[config.mk]
export PLATFORM = sky130hd
export DESIGN_NAME = ecdsa_signature_der_encoder
export DESIGN_NICKNAME = d
export VERILOG_FILES = /design/src/ecdsader_pkg.sv /design/src/ecdsa_signature_der_encoder.sv /design/src/ecdsader_scan.sv /design/src/ecdsader_pack.sv
export SDC_FILE = /design/constraint.sdc
export NUM_CORES = 2
export LEC_CHECK = 0
export BUFFER_PORTS_ARGS = -buffer_cell sky130_fd_sc_hd__buf_2
export CAP_MARGIN = 0
export CORE_MARGIN = 5
export CORE_UTILIZATION = 64
export CTS_BUF_LIST = sky130_fd_sc_hd__clkbuf_2
export DETAILED_ROUTE_END_ITERATION = 7
export PLACE_DENSITY = 0.82
export SYNTH_ARGS = -nofsm -noshare
export SYNTH_HDL_FRONTEND = slang
export SYNTH_SLANG_ARGS = --single-unit
export TNS_END_PERCENT = 50
[constraint.sdc]
create_clock -name clk_i -period 18.8 [get_ports clk_i]
set_input_delay 1.88 -clock clk_i [delete_from_list [all_inputs] [get_ports clk_i]]
set_output_delay 1.88 -clock clk_i [all_outputs]
set_load 0.01 [all_outputs]
[src/ecdsader_pkg.sv]
// Shared types, constants and lookup functions for the ECDSA signature DER encoder.
package ecdsader_pkg;

  localparam int unsigned SCALAR_BYTES = 32;
  localparam int unsigned SCALAR_W     = 8 * SCALAR_BYTES;
  localparam int unsigned LIMB_W       = 64;
  localparam int unsigned LIMBS        = SCALAR_W / LIMB_W;
  localparam int unsigned LEN_W        = 6;
  localparam int unsigned TOTAL_W      = 7;

  localparam logic [SCALAR_W-1:0] ORDER_N =
    256'hFFFFFFFF00000000_FFFFFFFFFFFFFFFF_BCE6FAADA7179E84_F3B9CAC2FC632551;
  localparam logic [SCALAR_W-1:0] ORDER_HALF = ORDER_N >> 1;

  localparam logic [7:0] TAG_SEQUENCE = 8'h30;
  localparam logic [7:0] TAG_INTEGER  = 8'h02;
  localparam logic [7:0] CAP_RESET    = 8'd72;

  localparam logic [1:0] STATUS_OK   = 2'd0;
  localparam logic [1:0] STATUS_ZERO = 2'd1;
  localparam logic [1:0] STATUS_CAP  = 2'd2;

  typedef struct packed {
    logic [63:0] limb_value;
    logic [2:0]  limb_index;
  } sig_in_t;

  typedef struct packed {
    logic [63:0]        out_word;
    logic [3:0]         byte_count;
    logic               last_word;
    logic [TOTAL_W-1:0] total_length;
    logic [1:0]         status;
  } sig_out_t;

  typedef struct packed {
    logic             lt_n;
    logic             gt_half;
    logic             r_nz;
    logic             s_nz;
    logic [LEN_W-1:0] r_len;
    logic [LEN_W-1:0] s_len;
    logic [LEN_W-1:0] d_len;
    logic             r_top;
    logic             s_top;
    logic             d_top;
  } scan_t;

  typedef struct packed {
    logic       clear;
    logic       push;
    logic       pad;
    logic [7:0] data;
    logic       err;
    logic [1:0] status;
  } pack_ctl_t;

  function automatic logic [7:0] order_byte(input logic [4:0] k);
    return ORDER_N[{k, 3'b000} +: 8];
  endfunction

  function automatic logic [7:0] half_byte(input logic [4:0] k);
    return ORDER_HALF[{k, 3'b000} +: 8];
  endfunction

endpackage

[src/ecdsa_signature_der_encoder.sv]
// Top level: limb storage, sequencer and byte stream of the ECDSA P-256 DER signature encoder.
// A request with limb_index 0 to 6 stores its limb and busy_o stays low. A request with
// limb_index 7 starts encoding: a byte-serial scan of r, s and n - s, a decision state, an
// align state stripping leading zero bytes, then one signature byte per cycle (at most 72) and
// a flush state of zero fill up to the next 8-byte boundary. Stored limbs survive encoding, so
// a later request may replace single limbs. Results appear on res_o for exactly one cycle with
// res_valid_o; there is no backpressure, so the receiver must take every strobe. An error ends
// encoding in the decision state and gives a single result in the cycle after the decision
// cycle, with busy_o already low. Otherwise busy_o is high from the start of encoding until
// the last result is driven; the capacity register is written through cfg_valid_i/cfg_ready_o
// while busy_o is low.
module ecdsa_signature_der_encoder (
  input  logic                   clk_i,
  input  logic                   rst_ni,
  input  logic                   start_i,
  input  ecdsader_pkg::sig_in_t  req_i,
  output logic                   busy_o,
  input  logic                   cfg_valid_i,
  output logic                   cfg_ready_o,
  input  logic [7:0]             cfg_data_i,
  output logic                   res_valid_o,
  output ecdsader_pkg::sig_out_t res_o
);
  import ecdsader_pkg::*;

  localparam logic [3:0] ST_IDLE    = 4'd0;
  localparam logic [3:0] ST_SCAN    = 4'd1;
  localparam logic [3:0] ST_DECIDE  = 4'd2;
  localparam logic [3:0] ST_ALIGN   = 4'd3;
  localparam logic [3:0] ST_SEQ_TAG = 4'd4;
  localparam logic [3:0] ST_SEQ_LEN = 4'd5;
  localparam logic [3:0] ST_R_TAG   = 4'd6;
  localparam logic [3:0] ST_R_LEN   = 4'd7;
  localparam logic [3:0] ST_R_PAD   = 4'd8;
  localparam logic [3:0] ST_R_BODY  = 4'd9;
  localparam logic [3:0] ST_S_TAG   = 4'd10;
  localparam logic [3:0] ST_S_LEN   = 4'd11;
  localparam logic [3:0] ST_S_PAD   = 4'd12;
  localparam logic [3:0] ST_S_BODY  = 4'd13;
  localparam logic [3:0] ST_FLUSH   = 4'd14;

  logic [3:0]          state_q, state_d;
  logic [LEN_W-1:0]    cnt_q, cnt_d;
  logic [7:0]          cap_q;
  logic [SCALAR_W-1:0] r_q, s_q, d_q;
  logic [LEN_W-1:0]    rlen_q, slen_q;
  logic                rpad_q, spad_q;
  logic [TOTAL_W-1:0]  total_q;

  logic                accept, enc_start;
  scan_t               scan;
  logic [7:0]          d_byte;
  logic                empty;
  pack_ctl_t           ctl;

  logic                use_d, zero_err, cap_err, r_top_nz, s_top_nz;
  logic [LEN_W-1:0]    s_len_sel;
  logic                s_top_sel;
  logic [TOTAL_W-1:0]  r_enc, s_enc, total_calc;

  assign busy_o      = state_q != ST_IDLE;
  assign cfg_ready_o = !busy_o;
  assign accept      = start_i && !busy_o;
  assign enc_start   = accept && req_i.limb_index == 3'd7;

  assign use_d      = scan.gt_half;
  assign zero_err   = !scan.r_nz || (use_d ? !scan.lt_n : !scan.s_nz);
  assign s_len_sel  = use_d ? scan.d_len : scan.s_len;
  assign s_top_sel  = use_d ? scan.d_top : scan.s_top;
  assign r_enc      = {1'b0, scan.r_len} + {{(TOTAL_W-1){1'b0}}, scan.r_top};
  assign s_enc      = {1'b0, s_len_sel} + {{(TOTAL_W-1){1'b0}}, s_top_sel};
  assign total_calc = TOTAL_W'(6) + r_enc + s_enc;
  assign cap_err    = {1'b0, total_calc} > cap_q;
  assign r_top_nz   = r_q[SCALAR_W-1 -: 8] != 8'd0;
  assign s_top_nz   = d_q[SCALAR_W-1 -: 8] != 8'd0;

  ecdsader_scan u_scan (
    .clk_i    (clk_i),
    .rst_ni   (rst_ni),
    .clear_i  (enc_start),
    .en_i     (state_q == ST_SCAN),
    .k_i      (cnt_q[4:0]),
    .r_byte_i (r_q[7:0]),
    .s_byte_i (s_q[7:0]),
    .d_byte_o (d_byte),
    .scan_o   (scan)
  );

  ecdsader_pack u_pack (
    .clk_i       (clk_i),
    .rst_ni      (rst_ni),
    .ctl_i       (ctl),
    .total_i     (total_q),
    .empty_o     (empty),
    .res_valid_o (res_valid_o),
    .res_o       (res_o)
  );

  always_comb begin
    state_d    = state_q;
    cnt_d      = cnt_q;
    ctl        = '0;
    ctl.status = zero_err ? STATUS_ZERO : STATUS_CAP;
    unique case (state_q)
      ST_IDLE: begin
        cnt_d = '0;
        if (enc_start) state_d = ST_SCAN;
      end
      ST_SCAN: begin
        cnt_d = cnt_q + LEN_W'(1);
        if (cnt_q == LEN_W'(SCALAR_BYTES - 1)) state_d = ST_DECIDE;
      end
      ST_DECIDE: begin
        cnt_d     = '0;
        ctl.clear = !(zero_err || cap_err);
        ctl.err   = zero_err || cap_err;
        state_d   = (zero_err || cap_err) ? ST_IDLE : ST_ALIGN;
      end
      ST_ALIGN: begin
        if (r_top_nz && s_top_nz) state_d = ST_SEQ_TAG;
      end
      ST_SEQ_TAG: begin
        ctl.push = 1'b1;
        ctl.data = TAG_SEQUENCE;
        state_d  = ST_SEQ_LEN;
      end
      ST_SEQ_LEN: begin
        ctl.push = 1'b1;
        ctl.data = {1'b0, total_q - TOTAL_W'(2)};
        state_d  = ST_R_TAG;
      end
      ST_R_TAG: begin
        ctl.push = 1'b1;
        ctl.data = TAG_INTEGER;
        state_d  = ST_R_LEN;
      end
      ST_R_LEN: begin
        ctl.push = 1'b1;
        ctl.data = 8'({1'b0, rlen_q} + {{LEN_W{1'b0}}, rpad_q});
        state_d  = rpad_q ? ST_R_PAD : ST_R_BODY;
      end
      ST_R_PAD: begin
        ctl.push = 1'b1;
        ctl.data = 8'd0;
        state_d  = ST_R_BODY;
      end
      ST_R_BODY: begin
        ctl.push = 1'b1;
        ctl.data = r_q[SCALAR_W-1 -: 8];
        cnt_d    = cnt_q + LEN_W'(1);
        if (cnt_q == rlen_q - LEN_W'(1)) begin
          cnt_d   = '0;
          state_d = ST_S_TAG;
        end
      end
      ST_S_TAG: begin
        ctl.push = 1'b1;
        ctl.data = TAG_INTEGER;
        state_d  = ST_S_LEN;
      end
      ST_S_LEN: begin
        ctl.push = 1'b1;
        ctl.data = 8'({1'b0, slen_q} + {{LEN_W{1'b0}}, spad_q});
        state_d  = spad_q ? ST_S_PAD : ST_S_BODY;
      end
      ST_S_PAD: begin
        ctl.push = 1'b1;
        ctl.data = 8'd0;
        state_d  = ST_S_BODY;
      end
      ST_S_BODY: begin
        ctl.push = 1'b1;
        ctl.data = d_q[SCALAR_W-1 -: 8];
        cnt_d    = cnt_q + LEN_W'(1);
        if (cnt_q == slen_q - LEN_W'(1)) begin
          cnt_d   = '0;
          state_d = ST_FLUSH;
        end
      end
      ST_FLUSH: begin
        // zero fill until the final word has gone out
        if (empty) begin
          state_d = ST_IDLE;
        end else begin
          ctl.push = 1'b1;
          ctl.pad  = 1'b1;
        end
      end
      default: state_d = ST_IDLE;
    endcase
  end

  always_ff @(posedge clk_i or negedge rst_ni) begin
    if (!rst_ni) begin
      state_q <= ST_IDLE;
      cnt_q   <= '0;
      cap_q   <= CAP_RESET;
    end else begin
      state_q <= state_d;
      cnt_q   <= cnt_d;
      if (cfg_valid_i && cfg_ready_o) cap_q <= cfg_data_i;
    end
  end

  always_ff @(posedge clk_i) begin
    unique case (state_q)
      ST_IDLE: begin
        if (accept) begin
          for (int j = 0; j < LIMBS; j++) begin
            if (req_i.limb_index[1:0] == 2'(j)) begin
              if (req_i.limb_index[2]) s_q[LIMB_W*(LIMBS-1-j) +: LIMB_W] <= req_i.limb_value;
              else                     r_q[LIMB_W*(LIMBS-1-j) +: LIMB_W] <= req_i.limb_value;
            end
          end
        end
      end
      ST_SCAN: begin
        // rotate r and s by a byte, shift n - s in from the top
        r_q <= {r_q[7:0], r_q[SCALAR_W-1:8]};
        s_q <= {s_q[7:0], s_q[SCALAR_W-1:8]};
        d_q <= {d_byte, d_q[SCALAR_W-1:8]};
      end
      ST_DECIDE: begin
        rlen_q  <= scan.r_len;
        rpad_q  <= scan.r_top;
        slen_q  <= s_len_sel;
        spad_q  <= s_top_sel;
        total_q <= total_calc;
        if (!use_d) d_q <= s_q;
      end
      ST_ALIGN: begin
        // r rotates a full turn over align and body, so the stored limbs stay intact
        if (!r_top_nz) r_q <= {r_q[SCALAR_W-9:0], r_q[SCALAR_W-1 -: 8]};
        if (!s_top_nz) d_q <= {d_q[SCALAR_W-9:0], 8'd0};
      end
      ST_R_BODY: r_q <= {r_q[SCALAR_W-9:0], r_q[SCALAR_W-1 -: 8]};
      ST_S_BODY: d_q <= {d_q[SCALAR_W-9:0], 8'd0};
      default: ;
    endcase
  end

  a_start: assert property (@(posedge clk_i) disable iff (!rst_ni)
    enc_start |=> state_q == ST_SCAN) else $error("encode not started");
  a_err_idle: assert property (@(posedge clk_i) disable iff (!rst_ni)
    res_valid_o && res_o.status != STATUS_OK |-> state_q == ST_IDLE)
    else $error("error result while running");
  a_last_flush: assert property (@(posedge clk_i) disable iff (!rst_ni)
    res_valid_o && res_o.last_word && res_o.status == STATUS_OK |-> state_q == ST_FLUSH)
    else $error("last word out of place");
  a_scan_len: assert property (@(posedge clk_i) disable iff (!rst_ni)
    state_q == ST_DECIDE |-> $past(state_q) == ST_SCAN &&
    $past(cnt_q) == LEN_W'(SCALAR_BYTES - 1)) else $error("short scan");

endmodule

[src/ecdsader_scan.sv]
// Byte-serial scan of r and s: low-S compares, n - s borrow chain, lengths and zero flags.
module ecdsader_scan (
  input  logic                  clk_i,
  input  logic                  rst_ni,
  input  logic                  clear_i,
  input  logic                  en_i,
  input  logic [4:0]            k_i,
  input  logic [7:0]            r_byte_i,
  input  logic [7:0]            s_byte_i,
  output logic [7:0]            d_byte_o,
  output ecdsader_pkg::scan_t   scan_o
);
  import ecdsader_pkg::*;

  scan_t            scan_q, scan_d;
  logic             borrow_q, borrow_d;
  logic [7:0]       nb, hb;
  logic [8:0]       diff;
  logic [LEN_W-1:0] len_here;

  assign nb       = order_byte(k_i);
  assign hb       = half_byte(k_i);
  assign diff     = {1'b0, nb} - {1'b0, s_byte_i} - {8'd0, borrow_q};
  assign d_byte_o = diff[7:0];
  assign len_here = {1'b0, k_i} + LEN_W'(1);
  assign scan_o   = scan_q;

  always_comb begin
    scan_d   = scan_q;
    borrow_d = borrow_q;
    if (clear_i) begin
      scan_d   = '0;
      borrow_d = 1'b0;
    end else if (en_i) begin
      borrow_d = diff[8];
      if (s_byte_i != hb) scan_d.gt_half = s_byte_i > hb;
      if (s_byte_i != nb) scan_d.lt_n = s_byte_i < nb;
      if (r_byte_i != 8'd0) begin
        scan_d.r_nz  = 1'b1;
        scan_d.r_len = len_here;
        scan_d.r_top = r_byte_i[7];
      end
      if (s_byte_i != 8'd0) begin
        scan_d.s_nz  = 1'b1;
        scan_d.s_len = len_here;
        scan_d.s_top = s_byte_i[7];
      end
      if (diff[7:0] != 8'd0) begin
        scan_d.d_len = len_here;
        scan_d.d_top = diff[7];
      end
    end
  end

  always_ff @(posedge clk_i or negedge rst_ni) begin
    if (!rst_ni) begin
      scan_q   <= '0;
      borrow_q <= 1'b0;
    end else begin
      scan_q   <= scan_d;
      borrow_q <= borrow_d;
    end
  end

  // a nonzero s byte always sets its length to a nonzero value
  a_len_set: assert property (@(posedge clk_i) disable iff (!rst_ni)
    scan_q.s_nz |-> scan_q.s_len != '0) else $error("s length lost");
  a_r_len: assert property (@(posedge clk_i) disable iff (!rst_ni)
    scan_q.r_nz |-> scan_q.r_len != '0) else $error("r length lost");
  a_clear: assert property (@(posedge clk_i) disable iff (!rst_ni)
    clear_i |=> !scan_q.r_nz && !scan_q.s_nz && !borrow_q) else $error("scan not cleared");

endmodule

[src/ecdsader_pack.sv]
// Packs the byte stream into left-aligned 64-bit result words and drives the result register.
module ecdsader_pack (
  input  logic                               clk_i,
  input  logic                               rst_ni,
  input  ecdsader_pkg::pack_ctl_t            ctl_i,
  input  logic [ecdsader_pkg::TOTAL_W-1:0]   total_i,
  output logic                               empty_o,
  output logic                               res_valid_o,
  output ecdsader_pkg::sig_out_t             res_o
);
  import ecdsader_pkg::*;

  logic [63:0]        word_q, word_n;
  logic [2:0]         pos_q;
  logic [3:0]         vcnt_q, vcnt_n;
  logic [TOTAL_W-1:0] bcnt_q, bcnt_n;
  logic               valid_q;
  sig_out_t           res_q;

  assign word_n  = {word_q[55:0], ctl_i.pad ? 8'd0 : ctl_i.data};
  assign vcnt_n  = vcnt_q + {3'd0, !ctl_i.pad};
  assign bcnt_n  = bcnt_q + {{(TOTAL_W-1){1'b0}}, !ctl_i.pad};
  assign empty_o = pos_q == 3'd0;
  assign res_valid_o = valid_q;
  assign res_o       = res_q;

  always_ff @(posedge clk_i or negedge rst_ni) begin
    if (!rst_ni) begin
      pos_q   <= '0;
      vcnt_q  <= '0;
      bcnt_q  <= '0;
      valid_q <= 1'b0;
    end else begin
      valid_q <= 1'b0;
      if (ctl_i.clear) begin
        pos_q  <= '0;
        vcnt_q <= '0;
        bcnt_q <= '0;
      end else if (ctl_i.err) begin
        valid_q <= 1'b1;
      end else if (ctl_i.push) begin
        pos_q  <= pos_q + 3'd1;
        bcnt_q <= bcnt_n;
        if (pos_q == 3'd7) begin
          vcnt_q  <= '0;
          valid_q <= 1'b1;
        end else begin
          vcnt_q <= vcnt_n;
        end
      end
    end
  end

  always_ff @(posedge clk_i) begin
    word_q <= ctl_i.push ? word_n : word_q;
    if (ctl_i.err) begin
      res_q.out_word     <= '0;
      res_q.byte_count   <= '0;
      res_q.last_word    <= 1'b1;
      res_q.total_length <= '0;
      res_q.status       <= ctl_i.status;
    end else if (ctl_i.push && pos_q == 3'd7) begin
      res_q.out_word     <= word_n;
      res_q.byte_count   <= vcnt_n;
      res_q.last_word    <= bcnt_n == total_i;
      res_q.total_length <= total_i;
      res_q.status       <= STATUS_OK;
    end
  end

  a_ok_count: assert property (@(posedge clk_i) disable iff (!rst_ni)
    res_valid_o && res_o.status == STATUS_OK |-> res_o.byte_count != 4'd0 &&
    res_o.byte_count <= 4'd8) else $error("bad byte count");
  a_err_form: assert property (@(posedge clk_i) disable iff (!rst_ni)
    res_valid_o && res_o.status != STATUS_OK |-> res_o.byte_count == 4'd0 &&
    res_o.last_word && res_o.out_word == 64'd0) else $error("bad error result");
  a_excl: assert property (@(posedge clk_i) disable iff (!rst_ni)
    ctl_i.push |-> !ctl_i.err && !ctl_i.clear) else $error("push collides");

endmodule

==> results by group <==
Status
  • Status: finished with violations
  • Violated checks: DRC

Timing
  • Tcrit/Tclk final: 0.285
  • Fmax: 186 MHz
  • Final setup violating endpoints: 0
  • Final Hold Fails: 0
  • Max Clock Skew: 105 ps
  • Crit path time final: 5370 ps
  • Pins Over Slew Limit: 0
  • Slew headroom: 0.169
  • Worst-margin pin slew: 1240 ps
  • RSZ-0062 raised after global routing: false
  • TNS Setup: 0 ps

Yosys
  • Post-synth net total: 3864
  • Ys flop type: edfxtp_1
  • Synth async-reset ratio: 0.0601
  • Avg Inst Size Synth: 11.7 sq um
  • Synth Cell Area: 0.0434 sq mm
  • Yosys Warn Count: 0
  • FF+latch count, synth: 982
  • Seq/Total Area, Yosys: 0.655
  • Syn Inst Count: 3713
  • Synth cell types: 66
  • Post-synth EDFFs: 847

Setup path
  • Crit-path slowest cell: dfrtp_1
  • Worst setup EP type: primary output
  • CP Buf/Inv Count: 2
  • Worst-path fanout max: 27
  • Worst path max stage delay: 700 ps
  • Worst r2r src: u_scan.scan_o[23]
  • CP required: 16920 ps
  • Crit Path Class: register to primary output
  • Family with the most delay on the worst path: simple AND/OR/NAND/NOR gates
  • CP Launch Point: state_q[2]
  • Critical path arrival: 3490 ps
  • Startpoint Class: register
  • Worst-path cell chain: or2_1 > or3_1 > inv_2 > buf_2

Clocking
  • Num CTS Buffers: 228
  • Clk Latency, worst-skew pair: 1520 ps
  • CTS Hold Bufs: 0
  • Worst-path clk slew: 100 ps
  • Clk sink count: 982
  • H-Tree Depth: 4
  • Cts repair resizes: 0
  • Max Buffers Root-to-Sink: 3
  • Clock root buffer: clkbuf_2
  • CTS tree: built
  • Postcts setup bufs: 0

Placement
  • Gpl congestion: 0.886
  • Placed insts: 4531
  • Post-DP HPWL: 68.6 mm
  • Port Buf Inserts: 159

Detailed routing
  • DRC violations left: 4
  • Post-DRT Antenna Nets: 0
  • Via count: 32100
  • DRT Wirelength: 110 mm
  • Vias per cell: 6.48
  • Drt first pass iters: 8
  • Wire length per cell: 22.3 um
  • Initial drt markers: 4931

Power
  • Leakage: 18.8 nW
  • Final Total Pwr: 0.00982 W
  • Pwr dens: 209 mW/mm^2
  • Worst VDD drop: 0.251 mV

Layout
  • Final core utilization: 0.697
  • Most frequent cells in the layout: nand2_1 (1255), edfxtp_1 (847), clkbuf_2 (338)
  • Fin cells: 4947
  • Share of layout cells above drive strength 1: 0.147
  • Commonest non-fill, non-tap cell in the layout: nand2_1
  • Synth-to-Final Area Change: 8.01%
  • Final nets: 4039

Global routing
  • First-pass GRT wire length: 170 mm
  • Largest net degree at the start of global routing: 243
  • All-Layer GR Usage: 0.291
  • Initial antenna violation count: 9
  • Overflow after GRT: 0
  • Vias in the first global route: 30200

Die
  • Cell row count: 95
  • Starting Density: 0.646
  • Chip Width: 271 um
  • # IOs: 160
  • Die H: 271 um
  • Die area: 0.0732 sq mm
  • CORE AREA: 0.0673 sq mm

Hold path
  • Hold Path Origin: u_pack.word_q[4]
  • Hold Crit Class: register to register

Flow run
  • Max Cap Viol: 0
area by class of cell:
type	instances	area, sq um
clock buffer	338	1690
clock inverter	68	402
inverter	63	244
multi-input combinational	2422	14000
fill	4724	20400
tap	873	1090
timing repair buffer	191	1060
antenna	10	25.0
sequential	982	28400
report_power, final:
part | switching (W) | internal (W) | leakage [nW] | total [W]
clock network | 0.000878 | 0.000512 | 1.60 | 0.00139
registers | 0.000712 | 0.00412 | 9.36 | 0.00483
logic | 0.00240 | 0.00119 | 7.81 | 0.00359
total | 0.00399 | 0.00583 | 18.8 | 0.00982
layer usage:
layer	GRT usage	up-vias	part of all wire
met2	0.441	2065	0.46
met4	0.107	0	0.027
met3	0.0814	226	0.12
met1	0.409	15500	0.39
li1	-	14200	-
met5	0	-	0
cells in the mapped netlist, types with 14 or more instances:
library cell	n	area share
a21oi_1	94	0.011
a221o_1	259	0.060
a22o_1	14	0.0028
a22oi_1	256	0.044
and3_1	69	0.0099
buf_1	18	0.0016
clkbuf_1	221	0.019
dfrtp_1	57	0.033
dfxtp_1	76	0.035
edfxtp_1	847	0.59
ha_1	65	0.019
inv_1	60	0.0052
mux2_2	14	0.0036
nand2_1	1257	0.11
nand3_1	29	0.0033
nor2_1	75	0.0065
nor3_1	14	0.0016
o21ai_0	44	0.0051
xnor2_1	34	0.0069
xor2_1	18	0.0036
cell families (layout without fill, tap and decap cells):
logic type	after synthesis	after routing	synth area share
muxes	26	26	0.00668
AOI/OAI and AO/OA	768	768	0.140
xor gates and xnor gates	52	52	0.0105
buffers and inverters	309	660	0.0272
DFF	982	982	0.655
other	0	10	0
and+or+nand+nor	1504	1504	0.139
adders and majority gates	72	72	0.0219
through the flow:
stage | cell area [sq um] | worst slack [ps] | hold slack (ps)
2_1_floorplan | 43400 | 4220 | 426
5_1_grt | 46900 | 13240 | 357
3_3_place_gp | 44800 | 13660 | 429
6_report | 46900 | 13430 | 396
4_1_cts | 46900 | 13330 | 378
3_5_place_dp | 44800 | 13610 | 434
final timing paths:
path | to | slack (ps) | cells after the start
min reg2reg | u_pack.word_q[12] | 400 | 0
max in group asynchronous | cnt_q[4] | 17640 | 2
max reg2reg | u_pack.res_o[1] | 13560 | 17
min | u_pack.word_q[12] | 400 | 0
max | cfg_ready_o | 13430 | 4
min in group asynchronous | u_pack.res_valid_o | 540 | 2
state kept, by name, indices dropped and copies added (netlist names), 3 cells and up:
name           cells
d_q              256
total_q            7
u_pack.pos_q       3
rlen_q             6
u_pack.bcnt_q      7
u_pack.word_q     56
cap_q              8
state_q            4
s_q              256
slen_q             6
r_q              256
u_pack.res_o      78
cnt_q              6
u_pack.vcnt_q      4
u_scan.scan_o     25
worst register-to-register path: cells and delay by family, from the launching register on:
kind                       cells  cell delay (ps)
muxes                          1              430
AOI/OAI and AO/OA              8             1300
xor gates and xnor gates       1              100
and+or+nand+nor                2              330
DFF                            1              700
adders and majority gates      4             1480
buffers and inverters          1              640
No activity file was read; power rests on OpenSTA's default activity.
